==> config.mk <==
export PLATFORM = sky130hd
export DESIGN_NAME = cst_ctrl
export DESIGN_NICKNAME = d
export VERILOG_FILES = /design/src/rtl/cst_pkg.sv /design/src/rtl/cst_ctrl.sv
export SDC_FILE = /design/constraint.sdc
export NUM_CORES = 1
export LEC_CHECK = 0
export ABC_AREA = 1
export BUFFER_PORTS_ARGS = -buffer_cell sky130_fd_sc_hd__buf_2
export CORE_MARGIN = 1
export CORE_UTILIZATION = 33
export CTS_CLUSTER_SIZE = 12
export DETAILED_ROUTE_END_ITERATION = 10
export GPL_TIMING_DRIVEN = 0
export SYNTH_ARGS = -nofsm -noshare
export SYNTH_HDL_FRONTEND = slang
export SYNTH_SLANG_ARGS = --single-unit
==> constraint.sdc <==
create_clock -name i_clk -period 2.3 [get_ports i_clk]
set_input_delay 0.23 -clock i_clk [delete_from_list [all_inputs] [get_ports i_clk]]
set_output_delay 0.23 -clock i_clk [all_outputs]
set_load 0.1 [all_outputs]
==> src/rtl/cst_pkg.sv <==
`default_nettype none
// Shared types, constants and helpers of the counting segment tree.
package cst_pkg;

    localparam int LEAVES_DEF = 1024;

    localparam int INDEX_W    = 10;
    localparam int POS_W      = 11;
    localparam int LEAF_CNT_W = 11;
    localparam int SUM_W      = 32;
    localparam int S_TDATA_W  = 32;
    localparam int M_TDATA_W  = 32;

    localparam logic [LEAF_CNT_W-1:0] LEAF_CNT_RST = LEAF_CNT_W'(1024);
    localparam logic [SUM_W-1:0]      SUM_MAX      = '1;

    // one pushed right sibling per tree level at most (depth <= 11)
    localparam int STK_DEPTH = 12;
    localparam int STK_AW    = $clog2(STK_DEPTH);

    typedef enum logic [3:0] {
        ST_CLEAR,
        ST_IDLE,
        ST_ADD_DESC,
        ST_ADD_WR,
        ST_UP_RD,
        ST_UP_WR,
        ST_Q_STEP,
        ST_Q_DRAIN,
        ST_Q_OUT
    } t_state;

    typedef struct packed {
        logic start;
        logic clr_wr;
        logic desc;
        logic rd_node;
        logic rd_sib;
        logic wr_leaf;
        logic wr_up;
        logic acc_rd;
        logic push;
        logic pop;
        logic out_load;
    } t_dp_cmd;

    typedef struct packed {
        logic clr_last;
        logic in_query;
        logic empty;
        logic add_ok;
        logic at_leaf;
        logic at_root;
        logic par_root;
        logic q_disj;
        logic q_full;
        logic stk_empty;
        logic out_free;
    } t_dp_stat;

    function automatic logic [SUM_W-1:0] sat_add(input logic [SUM_W-1:0] a,
                                                 input logic [SUM_W-1:0] b);
        logic [SUM_W:0] s;
        s = {1'b0, a} + {1'b0, b};
        return s[SUM_W] ? SUM_MAX : s[SUM_W-1:0];
    endfunction

endpackage
`default_nettype wire

==> src/rtl/cst_ctrl.sv <==
`default_nettype none
// Sequencer of the counting segment tree: clear sweep, add walk, query walk.
module cst_ctrl
    import cst_pkg::*;
(
    input  wire logic     i_clk,
    input  wire logic     i_rst_n,
    input  wire logic     i_s_tvalid,
    input  wire t_dp_stat i_stat,
    output logic          o_s_tready,
    output t_dp_cmd       o_cmd
);

    t_state r_state;
    t_state n_state;

    always_ff @(posedge i_clk) begin
        if (!i_rst_n) begin
            r_state <= ST_CLEAR;
        end else begin
            r_state <= n_state;
        end
    end

    always_comb begin
        n_state = r_state;
        case (r_state)
            ST_CLEAR: begin
                if (i_stat.clr_last) n_state = ST_IDLE;
            end
            ST_IDLE: begin
                if (i_s_tvalid) begin
                    if (i_stat.in_query) begin
                        n_state = i_stat.empty ? ST_Q_OUT : ST_Q_STEP;
                    end else if (i_stat.add_ok) begin
                        n_state = ST_ADD_DESC;
                    end
                end
            end
            ST_ADD_DESC: begin
                if (i_stat.at_leaf) n_state = ST_ADD_WR;
            end
            ST_ADD_WR: begin
                n_state = i_stat.at_root ? ST_IDLE : ST_UP_RD;
            end
            ST_UP_RD: begin
                n_state = ST_UP_WR;
            end
            ST_UP_WR: begin
                n_state = i_stat.par_root ? ST_IDLE : ST_UP_RD;
            end
            ST_Q_STEP: begin
                if ((i_stat.q_disj || i_stat.q_full || i_stat.at_leaf) && i_stat.stk_empty) begin
                    n_state = ST_Q_DRAIN;
                end
            end
            ST_Q_DRAIN: begin
                n_state = ST_Q_OUT;
            end
            ST_Q_OUT: begin
                if (i_stat.out_free) n_state = ST_IDLE;
            end
            default: begin
                n_state = ST_CLEAR;
            end
        endcase
    end

    always_comb begin
        o_cmd      = '0;
        o_s_tready = 1'b0;
        case (r_state)
            ST_CLEAR: begin
                o_cmd.clr_wr = 1'b1;
            end
            ST_IDLE: begin
                o_s_tready = 1'b1;
                o_cmd.start = i_s_tvalid;
            end
            ST_ADD_DESC: begin
                if (i_stat.at_leaf) begin
                    o_cmd.rd_node = 1'b1;
                end else begin
                    o_cmd.desc = 1'b1;
                end
            end
            ST_ADD_WR: begin
                o_cmd.wr_leaf = 1'b1;
            end
            ST_UP_RD: begin
                o_cmd.rd_sib = 1'b1;
            end
            ST_UP_WR: begin
                o_cmd.wr_up = 1'b1;
            end
            ST_Q_STEP: begin
                if (i_stat.q_disj || i_stat.q_full || i_stat.at_leaf) begin
                    // node done: fetch its sum if fully covered, then next from stack
                    if (i_stat.q_full && !i_stat.q_disj) begin
                        o_cmd.rd_node = 1'b1;
                        o_cmd.acc_rd  = 1'b1;
                    end
                    o_cmd.pop = !i_stat.stk_empty;
                end else begin
                    o_cmd.push = 1'b1;
                end
            end
            ST_Q_DRAIN: begin
            end
            ST_Q_OUT: begin
                o_cmd.out_load = i_stat.out_free;
            end
            default: begin
            end
        endcase
    end

endmodule
`default_nettype wire

=== Yosys cells after proc, flatten, opt, wreduce, memory -nomap -nowiden ===
Cells that the tools add are included.

* Multiplexer cells: 27
* Reductions and logical operators: 8
* Eq/ne operators: 14

{| class="wikitable"
|+ Operator list
! operator !! count
|-
| 4-bit one-hot mux with 9 select lines || 1
|-
| 4-bit two-way mux || 8
|-
| 4-bit by 3-bit == test with 1-bit output, second input constant || 4
|-
| 1-bit two-way mux || 14
|-
| 2-bit inequality test, second input constant || 5
|-
| 3-bit two-way mux || 3
|-
| 4-bit by 2-bit == test with 1-bit output, second input constant || 2
|-
| 6-bit AND reduction || 1
|-
| 4-bit by 1-bit == test with 1-bit output, second input constant || 1
|-
| 4-bit == test, second input constant || 1
|-
| 4-bit zero test || 1
|-
| 3-bit inequality test, second input constant || 1
|-
| 1-bit logical AND || 2
|-
| 1-bit zero test || 2
|-
| 1-bit logical OR || 2
|-
| 1-bit one-hot mux with 2 select lines || 1
|}

* Output and inout bits: 12
* Flip-flop bits (word level): 4
* Logic and storage cells: 50
* Input bits: 14

=== Longest topological paths before layout ===
* Word-level depth: 5
* Gate-level depth with buffers: 10
* Mapped depth without buffers: 10

=== Least setup slack after synthesis ===
OpenSTA, ideal clock, no wires.

* Kind: register to output
* Start point: register r_state[1]
* End point: output o_cmd[0] (netlist bit)
* Path buffers: 1
* Stages on the path, launching flop included: 5
* Setup slack: -0.607 ns
* Required time: 2.070 ns
* Arrival time: 2.677 ns
* Path through: dfxtp_1 -> buf_6 -> nor2_1 -> nand2_1 -> nor3_1

{| class="wikitable"
|+ RTL lines
! element !! line !! RTL
|-
| start, declared || cst_ctrl.sv:14 || <nowiki>t_state r_state;</nowiki>
|-
| start signal, assigned || cst_ctrl.sv:21 || <nowiki>r_state <= n_state;</nowiki>
|-
| end, declared || cst_ctrl.sv:11 || <nowiki>output t_dp_cmd o_cmd</nowiki>
|}

==> flow_summary.json <==
{
  "status": "finished clean",
  "worst_slew_pin_slew_ns": 0.485,
  "top_regs": "r_state: 4 flops",
  "drcViolationCount": 0,
  "layout_setup_ws_ns": 0.237,
  "worstSetupEndpointType": "primary output",
  "coreArea_sq_mm": 0.00132,
  "rows": 13,
  "critPathTopFamily": "buffers and inverters",
  "place_ws_ns": 0.471,
  "worstHoldEndpoint": "r_state[3]",
  "worstRegToRegCells": 6,
  "critPathSlowestCell": "buf_2",
  "dieWidth_um": 40.0,
  "slew_headroom": 0.679,
  "drv_slew": 0,
  "cts_hold_buf": 0,
  "drive_gt1_frac": 0.405,
  "r2r-start": "r_state[3]",
  "hpwl_um": 1000,
  "fmax_ghz": 0.485,
  "final.min_clock_period_ns": 2.06,
  "place.gp.congestion": 0.849,
  "slowest_delay_ns": 0.41,
  "cts_inserted_buffers": 3,
  "antenna_found_initial": 0,
  "path_class": "register to primary output",
  "syn_nets": 102,
  "drt-total-wl_um": 1220,
  "cts.htree.levels": 1,
  "final-setup-viol-count": 0,
  "firstDrtPassIters": 4,
  "ios": 26,
  "ant_nets": 0,
  "cts_tree": "yes",
  "regMostFlops": "r_state",
  "vias": 602,
  "via_per_inst": 4.60,
  "grt_max_degree": 9,
  "critical_path_buf_inv_count": 3,
  "path_max_fanout": 6,
  "post-place-cells": 128,
  "grt-ovfl-total": 0,
  "diodes": 0,
  "worstHoldPathCells": 3,
  "fin_crit_sh": 0.897,
  "track_usage": 0.186,
  "grt_pass1_wl_um": 2010,
  "die_y_um": 40.0,
  "crit_path_cell_trace": "inv_2 > nand2_1 > nor2_2 > inv_1 > nor3_4 > a31o_4 > buf_2",
  "start_util": 0.361,
  "largest_reg_flops": 4,
  "final_hold_viol_count": 0,
  "min_path_type": "primary input to register",
  "fin_cells": 131,
  "drt_iter0_drc": 6,
  "synth_cell_type_count": 19,
  "die_area_sq_mm": 0.00160,
  "rrSetupSlack_ns": 0.96,
  "cts_num_sinks": 4,
  "first_global_vias": 526,
  "portBuffers": 25,
  "grt_setup_unrepaired": "no",
  "cts_setup_buffers": 0,
  "synth-seq-cells": 4,
  "clk_latency_ns": 0.23,
  "area_delta_synth_final_pct": 39.2,
  "cap_violations": 0,
  "start_kind": "register",
  "nNetsFinal": 132,
  "final_cell_mix": "buf_2, nand2_1, nor2_1",
  "cp.required_ns": 2.07,
  "layout_commonest_cell": "buf_2",
  "critical_path_arrival_ns": 1.83,
  "ys_warn_count": 0,
  "cts_resized": 0,
  "wl_per_cell_um": 9.34,
  "worst_clock_skew_ns": 0.00177,
  "finalSetupTns_ns": 0,
  "regToRegEndpoint": "r_state[1]",
  "avgSynthCellArea_sq_um": 5.40,
  "yosysSeqAreaShare": 0.168,
  "synth_area_sq_um": 475,
  "clockRootBuffer": "clkbuf_4",
  "path_clk_slew_ns": 0.04,
  "fin_util": 0.502,
  "clock_path_buffers": 2,
  "syn-instance-count": 88,
  "hp-start": "i_rst_n"
}
==> per-stage QoR <==
step | cell area (sq um) | hold slack [ns]
floorplan | 495 | 0.350
global placement | 639 | 0.496
detailed placement | 639 | 0.493
CTS | 662 | 0.243
global route | 662 | 0.258
finish | 662 | 0.250
==> cells by family (layout without fill, tap and decap cells) <==
group | Yosys count | count (layout) | synth area share
and+or+nand+nor | 63 | 63 | 0.624
buffers and inverters | 15 | 43 | 0.134
AOI/OAI and AO/OA | 6 | 6 | 0.0737
DFF | 4 | 4 | 0.168
==> synthesized netlist by cell type (all sizes together) <==
cell,n,area (sq um)
inv,14,52.6
o21ai,4,20.0
dfxtp,4,80.1
nand3b,1,7.51
nand4,1,6.26
nor3,3,20.0
nand2,27,114
a31o,1,8.76
buf,1,11.3
nand3,6,35.0
nor2,25,114
o22ai,1,6.26
==> final cells by class <==
cell class / count / area, sq um
clock buffer: 3 / 22.5
buffer: 1 / 11.3
timing repair buffer: 25 / 125
sequential: 4 / 80.1
inverter: 14 / 52.6
tap: 15 / 18.8
fill: 160 / 656
multi-input combinational: 69 / 352
==> layer usage <==
metal	share of wire	track usage	wire length (um)
met5	0	0	0
met4	0	0	0
met3	0.078	0.0833	96
met2	0.45	0.306	548
met1	0.47	0.234	580
==> worst max-delay path by stage <==
| stage | from | to | slack [ns] | cells after the start |
|---|---|---|---|---|
| global route | r_state[3] | o_cmd[7] | 0.09 | 7 |
| detailed placement | r_state[3] | o_cmd[7] | 0.47 | 7 |
| CTS | r_state[3] | o_cmd[7] | 0.21 | 7 |
| global placement | r_state[3] | o_cmd[7] | 0.50 | 7 |
| floorplan | r_state[0] | r_state[0] | 0.03 | 8 |
| finish | r_state[3] | o_cmd[7] | 0.24 | 7 |
==> tightest hold or removal path: cells and delay by family <==
| kind | cells | cell delay (ns) |
|---|---|---|
| buffers and inverters | 1 | 0.12 |
| AND/OR/NAND/NOR | 2 | 0.09 |
Power is not shown: default switching activity piles up to over one toggle a cycle in this logic, so the estimate is an artifact.
