`src/rtl/cst_pkg.sv`:
```
`default_nettype none
// Shared types, constants and helpers of the counting segment tree.
package cst_pkg;

    localparam int LEAVES_DEF = 1024;

    localparam int INDEX_W    = 10;
    localparam int POS_W      = 11;
    localparam int LEAF_CNT_W = 11;
    localparam int SUM_W      = 32;
    localparam int S_TDATA_W  = 32;
    localparam int M_TDATA_W  = 32;

    localparam logic [LEAF_CNT_W-1:0] LEAF_CNT_RST = LEAF_CNT_W'(1024);
    localparam logic [SUM_W-1:0]      SUM_MAX      = '1;

    // one pushed right sibling per tree level at most (depth <= 11)
    localparam int STK_DEPTH = 12;
    localparam int STK_AW    = $clog2(STK_DEPTH);

    typedef enum logic [3:0] {
        ST_CLEAR,
        ST_IDLE,
        ST_ADD_DESC,
        ST_ADD_WR,
        ST_UP_RD,
        ST_UP_WR,
        ST_Q_STEP,
        ST_Q_DRAIN,
        ST_Q_OUT
    } t_state;

    typedef struct packed {
        logic start;
        logic clr_wr;
        logic desc;
        logic rd_node;
        logic rd_sib;
        logic wr_leaf;
        logic wr_up;
        logic acc_rd;
        logic push;
        logic pop;
        logic out_load;
    } t_dp_cmd;

    typedef struct packed {
        logic clr_last;
        logic in_query;
        logic empty;
        logic add_ok;
        logic at_leaf;
        logic at_root;
        logic par_root;
        logic q_disj;
        logic q_full;
        logic stk_empty;
        logic out_free;
    } t_dp_stat;

    function automatic logic [SUM_W-1:0] sat_add(input logic [SUM_W-1:0] a,
                                                 input logic [SUM_W-1:0] b);
        logic [SUM_W:0] s;
        s = {1'b0, a} + {1'b0, b};
        return s[SUM_W] ? SUM_MAX : s[SUM_W-1:0];
    endfunction

endpackage
`default_nettype wire

```
`src/rtl/cst_dp.sv`:
```
`default_nettype none
// Datapath of the counting segment tree: node walk, stack, accumulator, RAM ports.
module cst_dp
    import cst_pkg::*;
#(
    parameter int LEAVES = LEAVES_DEF,
    localparam int SLOTS = 4 * LEAVES,
    localparam int AW = $clog2(SLOTS)
) (
    input  wire logic                  i_clk,
    input  wire logic                  i_rst_n,
    input  wire t_dp_cmd               i_cmd,
    output t_dp_stat                   o_stat,
    input  wire logic [S_TDATA_W-1:0]  i_s_tdata,
    input  wire logic                  i_s_tuser,
    input  wire logic                  i_m_tready,
    output logic                       o_m_tvalid,
    output logic [M_TDATA_W-1:0]       o_m_tdata,
    input  wire logic                  i_cfg_wr_en,
    input  wire logic [LEAF_CNT_W-1:0] i_cfg_wr_data,
    output logic                       o_wr_en,
    output logic [AW-1:0]              o_wr_addr,
    output logic [SUM_W-1:0]           o_wr_data,
    output logic                       o_rd_en,
    output logic [AW-1:0]              o_rd_addr,
    input  wire logic [SUM_W-1:0]      i_rd_data
);

    localparam int CAP = (LEAVES < 2047) ? LEAVES : 2047;
    localparam logic [LEAF_CNT_W-1:0] CAP_V = LEAF_CNT_W'(CAP);

    logic [LEAF_CNT_W-1:0] r_leaf_count;
    logic [AW-1:0]         r_clr_addr;
    logic [AW-1:0]         r_node;
    logic [POS_W-1:0]      r_lo;
    logic [POS_W-1:0]      r_hi;
    logic [INDEX_W-1:0]    r_pos;
    logic [POS_W-1:0]      r_qlo;
    logic [POS_W-1:0]      r_qhi;
    logic [SUM_W-1:0]      r_acc;
    logic [SUM_W-1:0]      r_child;
    logic                  r_rd_pend;
    logic                  r_out_valid;
    logic [SUM_W-1:0]      r_out_data;
    logic [STK_AW-1:0]     r_sp;
    logic [AW-1:0]         r_stk_node [STK_DEPTH];
    logic [POS_W-1:0]      r_stk_lo   [STK_DEPTH];
    logic [POS_W-1:0]      r_stk_hi   [STK_DEPTH];

    logic [LEAF_CNT_W-1:0] w_eff;
    logic [INDEX_W-1:0]    w_in_index;
    logic [POS_W-1:0]      w_in_lo;
    logic [POS_W-1:0]      w_in_hi;
    logic [POS_W:0]        w_mid_sum;
    logic [POS_W-1:0]      w_mid;
    logic [AW:0]           w_left_x;
    logic [AW-1:0]         w_left;
    logic [AW-1:0]         w_right;
    logic [AW-1:0]         w_node_m1;
    logic [AW-1:0]         w_parent;
    logic [AW-1:0]         w_sibling;
    logic [STK_AW-1:0]     w_top;
    logic                  w_go_left;
    logic [SUM_W-1:0]      w_leaf_inc;
    logic [SUM_W-1:0]      w_up_sum;

    always_comb begin
        if (r_leaf_count == '0) begin
            w_eff = LEAF_CNT_W'(1);
        end else if (r_leaf_count > CAP_V) begin
            w_eff = CAP_V;
        end else begin
            w_eff = r_leaf_count;
        end
    end

    assign w_in_index = i_s_tdata[INDEX_W-1:0];
    assign w_in_lo    = i_s_tdata[INDEX_W +: POS_W];
    assign w_in_hi    = i_s_tdata[INDEX_W + POS_W +: POS_W];

    assign w_mid_sum = {1'b0, r_lo} + {1'b0, r_hi};
    assign w_mid     = w_mid_sum[POS_W:1];
    assign w_left_x  = {r_node, 1'b1};
    assign w_left    = w_left_x[AW-1:0];
    assign w_right   = w_left + AW'(1);
    assign w_node_m1 = r_node - AW'(1);
    assign w_parent  = {1'b0, w_node_m1[AW-1:1]};
    // odd node is a left child, its sibling sits one above
    assign w_sibling = r_node[0] ? (r_node + AW'(1)) : w_node_m1;
    assign w_top     = r_sp - STK_AW'(1);
    assign w_go_left = {1'b0, r_pos} < w_mid;
    assign w_leaf_inc = sat_add(i_rd_data, SUM_W'(1));
    assign w_up_sum   = sat_add(r_child, i_rd_data);

    always_comb begin
        o_stat.clr_last  = r_clr_addr == AW'(SLOTS - 1);
        o_stat.in_query  = i_s_tuser;
        o_stat.empty     = w_in_lo >= w_in_hi;
        o_stat.add_ok    = {1'b0, w_in_index} < w_eff;
        o_stat.at_leaf   = (r_hi - r_lo) == POS_W'(1);
        o_stat.at_root   = r_node == '0;
        o_stat.par_root  = w_parent == '0;
        o_stat.q_disj    = (r_qhi <= r_lo) || (r_hi <= r_qlo);
        o_stat.q_full    = (r_qlo <= r_lo) && (r_hi <= r_qhi);
        o_stat.stk_empty = r_sp == '0;
        o_stat.out_free  = !r_out_valid || i_m_tready;
    end

    always_ff @(posedge i_clk) begin
        if (!i_rst_n) begin
            r_leaf_count <= LEAF_CNT_RST;
        end else if (i_cfg_wr_en) begin
            r_leaf_count <= i_cfg_wr_data;
        end
    end

    always_ff @(posedge i_clk) begin
        if (!i_rst_n) begin
            r_clr_addr <= '0;
        end else if (i_cmd.clr_wr) begin
            r_clr_addr <= r_clr_addr + AW'(1);
        end
    end

    always_ff @(posedge i_clk) begin
        if (i_cmd.start) begin
            r_node <= '0;
            r_lo   <= '0;
            r_hi   <= w_eff;
            r_pos  <= w_in_index;
            r_qlo  <= w_in_lo;
            r_qhi  <= w_in_hi;
        end else if (i_cmd.desc) begin
            if (w_go_left) begin
                r_node <= w_left;
                r_hi   <= w_mid;
            end else begin
                r_node <= w_right;
                r_lo   <= w_mid;
            end
        end else if (i_cmd.push) begin
            r_node <= w_left;
            r_hi   <= w_mid;
        end else if (i_cmd.pop) begin
            r_node <= r_stk_node[w_top];
            r_lo   <= r_stk_lo[w_top];
            r_hi   <= r_stk_hi[w_top];
        end else if (i_cmd.wr_up) begin
            r_node <= w_parent;
        end
    end

    always_ff @(posedge i_clk) begin
        if (i_cmd.push) begin
            r_stk_node[r_sp] <= w_right;
            r_stk_lo[r_sp]   <= w_mid;
            r_stk_hi[r_sp]   <= r_hi;
        end
    end

    always_ff @(posedge i_clk) begin
        if (!i_rst_n) begin
            r_sp <= '0;
        end else if (i_cmd.start) begin
            r_sp <= '0;
        end else if (i_cmd.push) begin
            r_sp <= r_sp + STK_AW'(1);
        end else if (i_cmd.pop) begin
            r_sp <= w_top;
        end
    end

    always_ff @(posedge i_clk) begin
        if (!i_rst_n) begin
            r_rd_pend <= 1'b0;
        end else begin
            r_rd_pend <= i_cmd.acc_rd;
        end
    end

    // read data of a covered node lands in the cycle after its read
    always_ff @(posedge i_clk) begin
        if (i_cmd.start) begin
            r_acc <= '0;
        end else if (r_rd_pend) begin
            r_acc <= sat_add(r_acc, i_rd_data);
        end
    end

    always_ff @(posedge i_clk) begin
        if (i_cmd.wr_leaf) begin
            r_child <= w_leaf_inc;
        end else if (i_cmd.wr_up) begin
            r_child <= w_up_sum;
        end
    end

    always_ff @(posedge i_clk) begin
        if (!i_rst_n) begin
            r_out_valid <= 1'b0;
        end else if (i_cmd.out_load) begin
            r_out_valid <= 1'b1;
        end else if (i_m_tready) begin
            r_out_valid <= 1'b0;
        end
    end

    always_ff @(posedge i_clk) begin
        if (i_cmd.out_load) begin
            r_out_data <= r_acc;
        end
    end

    assign o_m_tvalid = r_out_valid;
    assign o_m_tdata  = r_out_data;

    always_comb begin
        o_wr_en = i_cmd.clr_wr || i_cmd.wr_leaf || i_cmd.wr_up;
        if (i_cmd.clr_wr) begin
            o_wr_addr = r_clr_addr;
            o_wr_data = '0;
        end else if (i_cmd.wr_leaf) begin
            o_wr_addr = r_node;
            o_wr_data = w_leaf_inc;
        end else begin
            o_wr_addr = w_parent;
            o_wr_data = w_up_sum;
        end
        o_rd_en   = i_cmd.rd_node || i_cmd.rd_sib;
        o_rd_addr = i_cmd.rd_sib ? w_sibling : r_node;
    end

    a_push_room: assert property (@(posedge i_clk) disable iff (!i_rst_n)
        i_cmd.push |-> (r_sp != STK_AW'(STK_DEPTH - 1)))
        else $error("stack push with no room");

    a_pop_nonempty: assert property (@(posedge i_clk) disable iff (!i_rst_n)
        i_cmd.pop |-> (r_sp != '0))
        else $error("stack pop while empty");

    a_up_after_rd: assert property (@(posedge i_clk) disable iff (!i_rst_n)
        i_cmd.wr_up |-> $past(i_cmd.rd_sib))
        else $error("parent write without sibling read");

    a_load_free: assert property (@(posedge i_clk) disable iff (!i_rst_n)
        i_cmd.out_load |-> (!r_out_valid || i_m_tready) && !r_rd_pend)
        else $error("result loaded over a pending one or before sum landed");

endmodule
`default_nettype wire

```
`config.mk`:
```
export PLATFORM = sky130hd
export DESIGN_NAME = cst_dp
export DESIGN_NICKNAME = d
export VERILOG_FILES = /design/src/rtl/cst_pkg.sv /design/src/rtl/cst_dp.sv
export SDC_FILE = /design/constraint.sdc
export NUM_CORES = 1
export LEC_CHECK = 0
export BUFFER_PORTS_ARGS = -buffer_cell sky130_fd_sc_hd__buf_2
export CAP_MARGIN = 20
export CORE_MARGIN = 2
export CORE_UTILIZATION = 57
export CTS_BUF_LIST = sky130_fd_sc_hd__clkbuf_8
export CTS_CLUSTER_DIAMETER = 40
export DETAILED_ROUTE_END_ITERATION = 10
export PLACE_DENSITY = 0.85
export SYNTH_ARGS = -nofsm -noshare
export SYNTH_HDL_FRONTEND = slang
export SYNTH_SLANG_ARGS = --single-unit
```
`constraint.sdc`:
```
create_clock -name i_clk -period 5 [get_ports i_clk]
set_input_delay 1.25 -clock i_clk [delete_from_list [all_inputs] [get_ports i_clk]]
set_output_delay 1.25 -clock i_clk [all_outputs]
set_load 0.03 [all_outputs]
```
* Yosys cells after proc, flatten, opt, wreduce, memory -nomap -nowiden
Memory sizes are Yosys's and may differ from the RTL's. Cells that the tools add are included.
Word-level totals: register bits after elaboration 191, bits in writable memories 408, input port bits 91, memories 3
Memory list:
- r_stk_node | depth 12, bits a word 12, read ports 1, clocked after memory_dff 0, write ports 1, RTL line cst_dp.sv:46 | logic [AW-1:0] r_stk_node [STK_DEPTH];
- r_stk_hi | depth 12, bits a word 11, read ports 1, clocked after memory_dff 0, write ports 1, RTL line cst_dp.sv:48 | logic [POS_W-1:0] r_stk_hi [STK_DEPTH];
- r_stk_lo | depth 12, bits a word 11, read ports 1, clocked after memory_dff 0, write ports 1, RTL line cst_dp.sv:47 | logic [POS_W-1:0] r_stk_lo [STK_DEPTH];
Operators by class: add/subtract/negate cells 11, order comparisons 8, eq/ne operators 5, muxes and demuxes 33, bitwise gates (word level) 1, reduce and logical (&&, ||, !) cells 20
Operator list (number):
- two-way mux 32 bit | 7
- two-way mux 11 bit | 11
- two-way mux 12 bit | 9
- adder 32 x 32 -> 33 bit | 2
- <= comparator 11 bit | 4
- adder 12 x 1 -> 12 bit, second input constant | 3
- adder 32 x 1 -> 33 bit, second input constant | 1
- zero test 12 bit | 2
- < comparator 10 x 11 -> 1 bit | 2
- adder 11 x 11 -> 12 bit | 1
- == test 12 bit, second input constant | 1
- subtractor 12 x 1 -> 12 bit, second input constant | 1
- == test 11 x 1 -> 1 bit, second input constant | 1
- >= comparator 11 bit | 1
- > comparator 11 bit, second input constant | 1
- zero test 11 bit | 1
- subtractor 11 bit | 1
- two-way mux 4 bit | 2
- nonzero test 2 bit | 4
- nonzero test 4 bit | 2
- logical OR 1 bit | 5
- adder 4 x 1 -> 4 bit, second input constant | 1
- zero test 4 bit | 1
- two-way mux 1 bit | 4
- other kinds (10) | 10

* Depth between registers and ports, before layout
Gate-level depths: netlist (run 1). An unclocked memory read counts as a cell.
depth in word-level cells 6, mapped depth 18, gate-level depth less buffers 17

* Worst setup path after synthesis (run 1)
No wires, ideal clock.
path type input -> output, start point in i_rd_data[0], end point out o_wr_data[28], data arrival time 4034 ps, slack -284 ps, stages on the path 11, buffers on the path 0, cell sequence ha_1 > fa_1 > a211oi_1 > o21bai_1 > nor3_1 > o31ai_2 > a211oi_2 > o21ai_0 > xnor2_1 > nor2_1 > a211oi_1
On the way: longest elaborated chain between the ends 4, elaborated cells between the ends (all ways) 6, those cells by class add/sub: 2; mux: 4
Ends and longest elaborated chain:
- start, declared | RTL line cst_dp.sv:26 | input wire logic [SUM_W-1:0] i_rd_data
- adder 32 x 32 -> 33 bit or adder 32 x 1 -> 33 bit (tied branches) | RTL line cst_pkg.sv:64 | s = {1'b0, a} + {1'b0, b};
- two-way mux 32 bit | RTL line cst_pkg.sv:65 | return s[SUM_W] ? SUM_MAX : s[SUM_W-1:0];
- two-way mux 32 bit (*) | RTL line cst_dp.sv:222 | end else if (i_cmd.wr_leaf) begin
- two-way mux 32 bit (*) | RTL line cst_dp.sv:219 | if (i_cmd.clr_wr) begin
- end, declared | RTL line cst_dp.sv:23 | output logic [SUM_W-1:0] o_wr_data,
Mark *: on every way between the ends. The rest lies on a longest branch, timed or not.

* Worst setup path in the final report (run 1)
start point in i_rd_data[0], end point out o_wr_data[1]
The elaborated chain is that of the path after synthesis.

==> results of run 1 <==
what timing repair did:
item | in CTS | in global routing
setup endpoints to repair | 33 | 35
hold buffers | 0 | 0
gates cloned | 3 | 0
setup buffers | 21 | 5
gates resized for setup | 104 | 22
pin swaps | 22 | 20
flip-flops by register name (all words and copies together), names as in the netlist:
register	cells
r_leaf_count	11
r_qlo	11
r_pos	10
o_m_tdata	32
r_stk_node	132
r_rd_pend	1
r_stk_hi	132
o_m_tvalid	1
r_node	12
r_lo	11
r_qhi	11
r_stk_lo	132
r_child	32
r_acc	32
r_hi	11
r_clr_addr	12
r_sp	4
worst max path at each step:
stage / startpoint / end / slack [ps] / depth (start not counted)
finish: i_rd_data[0] / o_wr_data[1] / -330 / 16
floorplan: i_rd_data[0] / o_wr_data[1] / 3 / 12
CTS: i_rd_data[0] / o_wr_data[1] / -400 / 16
detailed placement: i_rd_data[0] / o_wr_data[21] / -520 / 14
global placement: i_rd_data[0] / o_wr_data[21] / -410 / 14
global route: i_rd_data[0] / o_wr_data[21] / -450 / 16
worst reg2reg max path: cells and delay by family (launching register included):
kind,cells,cell delay [ps]
AO/OA/AOI/OAI,8,1960
AND/OR/NAND/NOR,5,1170
adder cells (fa/ha/maj),3,900
flip-flops,1,420
buffers and inverters,1,290
logic make-up (layout without fill, tap and decap cells):
family | Yosys count | in the layout
simple gates | 565 | 565
buf+inv | 216 | 648
mux | 161 | 161
flops | 587 | 587
fa+ha+maj | 171 | 171
compound gates | 522 | 522
other cells | 0 | 1
xor+xnor | 135 | 135
metrics by stage:
stage               total power [uW]  setup TNS [ps]
floorplan                      10300               0
global placement               12100          -11030
detailed placement             12400          -14260
CTS                            17100          -10270
global route                   18000          -11950
finish                         17300           -8090
power breakdown:
group / switching (uW) / total, uW / internal [uW]
combinational: 3760 / 5950 / 2190
sequential: 379 / 6790 / 6410
clock: 2020 / 4500 / 2480
cell usage after synthesis (7+ instances only):
cell type / number / area share
and3_1: 24 / 0.0050
nor2_1: 180 / 0.023
o21bai_1: 12 / 0.0030
o21ai_0: 102 / 0.017
o211ai_1: 15 / 0.0038
dfxtp_1: 84 / 0.056
xor2_1: 50 / 0.015
a21boi_0: 11 / 0.0028
nor3_1: 41 / 0.0069
a22oi_1: 7 / 0.0018
o21a_1: 20 / 0.0050
buf_2: 20 / 0.0033
a21o_1: 45 / 0.011
xnor2_1: 85 / 0.025
mux2i_1: 61 / 0.020
nand4_1: 28 / 0.0059
ha_1: 167 / 0.070
inv_1: 106 / 0.013
nor2b_1: 35 / 0.0073
clkbuf_1: 83 / 0.010
nand2b_1: 32 / 0.0067
a211oi_1: 99 / 0.025
edfxtp_1: 503 / 0.50
a21oi_1: 133 / 0.022
nor4_1: 7 / 0.0015
or3_1: 15 / 0.0031
mux4_2: 99 / 0.074
a31oi_1: 12 / 0.0025
nand3_1: 39 / 0.0065
nand2_1: 126 / 0.016
and2_1: 19 / 0.0040
area by class of cell:
cell class,count,area share
diodes,1,0.0000703
clock buffers,108,0.0418
clock inverters,64,0.0162
inverters,106,0.0116
multi-input cells,1554,0.363
flip-flops and latches,587,0.472
well taps,680,0.0239
repair buffers,370,0.0721
per-layer routing:
layer | GRT usage | vias up | wire [um]
li1 | - | 9718 | -
met1 | 0.399 | 10700 | 32200
met2 | 0.491 | 1230 | 39400
met3 | 0.0562 | 238 | 7320
met4 | 0.127 | 0 | 3320
met5 | 0 | - | 0
==> flow_metrics.tcl, run 1 <==
set metrics [dict create \
    outcome "finished, violations left" \
    violations "setup timing" \
    path_delay_family "compound AO/OA/AOI/OAI gates" \
    placed_area_mm2 0.0328 \
    cp_data_arrival_time_ps 4080 \
    synth_xor_area_frac 0.0395 \
    dr_total_vias 21900 \
    clockRootBuffer "clkbuf_8" \
    fin_skew_ps 52.9 \
    antenna_found_initial 1 \
    max-slew-margin-rel 0.256 \
    synthAdderAreaFrac 0.0725 \
    fmax_mhz 188 \
    layout_commonest_cell "edfxtp_1" \
    ir_worst_vdd_mv 0.447 \
    multi_input_area_mm2 0.0129 \
    hold_path_class "flop to flop" \
    whs_endpoint "o_m_tdata[9]$_DFFE_PP_" \
    grt-ovfl-total 0 \
    dp_cells 3268 \
    yosysUniqueCellTypes 70 \
    die_x_um 233 \
    port_buffers 190 \
    clk_pin_slew_worst_paths_ps 60 \
    stdcell_area_mm2 0.0356 \
    end_kind "primary output" \
    final_nets 2977 \
    syn_nets 2619 \
    wire_per_inst_um 23.7 \
    synth_compound_area_frac 0.114 \
    slew_violations 0 \
    globalplace.congestion 1.02 \
    worst_slew_pin_slew_ps 1110 \
    p_leak_uw 0.0137 \
    synth_edf_count 503 \
    cts_tree "yes" \
    final-seq-area_mm2 0.0168 \
    dr.pass1.iters 5 \
    crit_type "input port to primary output" \
    slowest_stage "a311o_2" \
    slowest_delay_ps 410 \
    dieArea_mm2 0.0544 \
    insertion_delay_ps 740 \
    crit_chain "buf_8 > ha_4 > fa_2 > a211oi_2 > o21bai_1 > nor3_2 > buf_4 > o31ai_4 > a211oi_2 > nand3_1 > a311o_2 > buf_6 > buf_16 > a2bb2oi_2 > nor2b_2 > buf_6" \
    netlist_instances 2357 \
    ys.flop_type "edfxtp_1" \
    grt_usage 0.301 \
    setup_violations 32 \
    initial_core_util 0.580 \
    hold_ws_ps 467 \
    crit_required_ps 3750 \
    synth_top_family_by_area "compound AO/OA/AOI/OAI gates" \
    cp-start-kind "input port" \
    cts_max_level 3 \
    area_growth_pct 18.9 \
    r2r_start "r_lo[0]$_SDFFE_PP0P_" \
    drive_gt1_frac 0.255 \
    finalHoldViolations 0 \
    coreArea_mm2 0.0516 \
    grt_max_degree 105 \
    fin_crit_ps 5330 \
    grt_pass1_wl_um 124000 \
    rsz0062_at_grt "yes" \
    maxCapViolCount 0 \
    numCtsBuffers 96 \
    r2r_end "r_lo[10]$_SDFFE_PP0P_" \
    layout_common_cells "edfxtp_1 (503), buf_4 (191), ha_1 (162)" \
    clk_path_buf_depth 3 \
    critPathBufInv 5 \
    critPathMaxFanout 5 \
    setup_ws_ps -332 \
    period_share 1.07 \
    grt_pass1_vias 21700 \
    min_from "r_acc[9]$_SDFFE_PP0P_" \
    synth_mux_area_frac 0.0952 \
    synth-seq-cells 587 \
    powerDensity_mw_per_mm2 485 \
    fillers 3403 \
    async_flop_share 0 \
    place_ws_ps -516 \
    io_pins 193 \
    hpwlAfterDp_um 55800 \
    postRouteAntennaNets 0 \
    rr_worst_depth 17 \
    die_y_um 233 \
    drc 0 \
    r2r_slack_ps 180 \
    yosys_warnings 0 \
    syn_avg_cell_area_um2 12.7 \
    syn-cell-area_mm2 0.0299 \
    hold_path_depth 0 \
    clkSinkCount 587 \
    drtIter0Drc 2212 \
    yosys.area_share.simple 0.0899 \
    ys_seq_area_frac 0.561 \
    final_util 0.690 \
    row_count 83 \
    routed_via_density 6.31 \
    routed_wl_um 82300 \
    stdcell_count 3470 \
]
(Power assumes the default switching activity.)
==> run 2, diff against run 1 <==
--- a/config.mk
+++ b/config.mk
@@ -13,6 +13,7 @@
 export CTS_CLUSTER_DIAMETER = 40
 export DETAILED_ROUTE_END_ITERATION = 10
 export PLACE_DENSITY = 0.85
+export REMOVE_ABC_BUFFERS = 1
 export SYNTH_ARGS = -nofsm -noshare
 export SYNTH_HDL_FRONTEND = slang
 export SYNTH_SLANG_ARGS = --single-unit
==> flow_metrics.tcl, run 2 (synthesis results as in run 1) <==
set metrics [dict create \
    outcome "finished, violations left" \
    violations "setup timing" \
    finalHoldViolations 0 \
    min_from "r_acc[0]$_SDFFE_PP0P_" \
    path_delay_family "compound AO/OA/AOI/OAI gates" \
    drtIter0Drc 2564 \
    crit_chain "buf_8 > ha_4 > fa_2 > a211oi_2 > o21bai_2 > nor3_2 > buf_4 > o31ai_4 > a211oi_2 > nand3_1 > a311o_2 > buf_12 > buf_16 > nor2_4 > a211oi_1 > buf_4" \
    numCtsBuffers 98 \
    coreArea_mm2 0.0516 \
    slowest_stage "a311o_2" \
    slew_violations 0 \
    dieArea_mm2 0.0544 \
    cts_tree "yes" \
    slowest_delay_ps 430 \
    layout_common_cells "edfxtp_1 (503), buf_4 (173), ha_1 (163)" \
    powerDensity_mw_per_mm2 487 \
    maxCapViolCount 0 \
    cp-start-kind "input port" \
    wire_per_inst_um 23.2 \
    dr_total_vias 21900 \
    cp_data_arrival_time_ps 4180 \
    row_count 83 \
    setup_violations 44 \
    clk_pin_slew_worst_paths_ps 60 \
    port_buffers 190 \
    final_util 0.684 \
    clk_path_buf_depth 3 \
    placed_area_mm2 0.0325 \
    grt-ovfl-total 0 \
    whs_endpoint "o_m_tdata[0]$_DFFE_PP_" \
    initial_core_util 0.580 \
    stdcell_area_mm2 0.0353 \
    postRouteAntennaNets 0 \
    setup_ws_ps -426 \
    io_pins 193 \
    period_share 1.09 \
    p_leak_uw 0.0135 \
    hold_buffers 0 \
    clkSinkCount 587 \
    hold_path_depth 0 \
    cts_max_level 3 \
    fmax_mhz 184 \
    clockRootBuffer "clkbuf_8" \
    die_y_um 233 \
    globalplace.congestion 0.956 \
    final-seq-area_mm2 0.0168 \
    rr_worst_depth 16 \
    drive_gt1_frac 0.237 \
    fin_crit_ps 5430 \
    hold_path_class "flop to flop" \
    end_kind "primary output" \
    grt_max_degree 74 \
    worst_slew_pin_slew_ps 1100 \
    critPathBufInv 5 \
    drc 0 \
    routed_wl_um 80200 \
    r2r_start "r_lo[0]$_SDFFE_PP0P_" \
    crit_type "input port to primary output" \
    reg_top3 "r_stk_hi (132), r_stk_lo (132), r_stk_node (132)" \
    grt_pass1_wl_um 122000 \
    routed_via_density 6.33 \
    layout_commonest_cell "edfxtp_1" \
    rsz0062_at_grt "yes" \
    r2r_slack_ps -60 \
    r2r_end "r_node[6]$_SDFFE_PP0P_" \
    max-slew-margin-rel 0.266 \
    dr.pass1.iters 7 \
    ir_worst_vdd_mv 0.334 \
    area_growth_pct 17.9 \
    final_nets 2952 \
    insertion_delay_ps 730 \
    fin_skew_ps 41.9 \
    fillers 3286 \
    grt_usage 0.293 \
    antenna_found_initial 2 \
    multi_input_area_mm2 0.0128 \
    cp-startpoint "i_rd_data[0]" \
    hpwlAfterDp_um 52200 \
    critPathMaxFanout 7 \
    die_x_um 233 \
    crit_required_ps 3750 \
    grt_pass1_vias 22000 \
]
## run 2: power breakdown
part	total (uW)	internal, uW	switching, uW	leakage [uW]
registers	6730	6410	320	0.00539
logic	5910	2150	3760	0.00697
clock network	4550	2450	2100	0.00114
## run 2: cell type report
| type | count | area share |
|---|---|---|
| sequential | 587 | 0.476 |
| inverter | 106 | 0.0114 |
| multi-input combinational | 1554 | 0.361 |
| tap | 680 | 0.0241 |
| timing repair buffer | 343 | 0.0671 |
| clock buffer | 107 | 0.0417 |
| clock inverter | 78 | 0.0184 |
| antenna | 1 | 0.0000709 |
## run 2: how the worst max path moves through the flow
stage                        endpoint  cells after the start
5_1_grt                 o_wr_data[31]                     16
3_3_place_gp             o_wr_data[8]                     15
4_1_cts                 o_wr_data[31]                     15
6_report                o_wr_data[13]                     16
3_5_place_dp             o_wr_data[8]                     15
2_1_floorplan  r_node[2]$_SDFFE_PP0P_                     10
## run 2: repair_timing
action,4_1_cts,5_1_grt
pin swaps,8,29
endpoints found under the setup margin,33,34
setup buffers,4,12
gates resized for setup,65,47
gates cloned,2,1
## run 2: layer usage
| metal | track usage | up-vias | share of wire | routed length (um) |
|---|---|---|---|---|
| met2 | 0.491 | 1233 | 0.49 | 39600 |
| met3 | 0.0537 | 278 | 0.087 | 6960 |
| li1 | - | 9689 | - | - |
| met4 | 0.132 | 0 | 0.043 | 3410 |
| met5 | 0 | - | 0 | 0 |
| met1 | 0.372 | 10700 | 0.38 | 30200 |
## run 2: per-stage QoR
step | worst slack [ps] | instances | TNS (ps) | hold WS (ps) | total power, uW
2_1_floorplan | -3760 | 2247 | -685190 | 435 | 10300
3_3_place_gp | -578 | 3250 | -16000 | 451 | 12000
3_5_place_dp | -694 | 3250 | -19230 | 450 | 12200
4_1_cts | -534 | 3441 | -15690 | 465 | 16900
5_1_grt | -494 | 3456 | -15340 | 483 | 17900
6_report | -426 | 3456 | -12240 | 461 | 17200
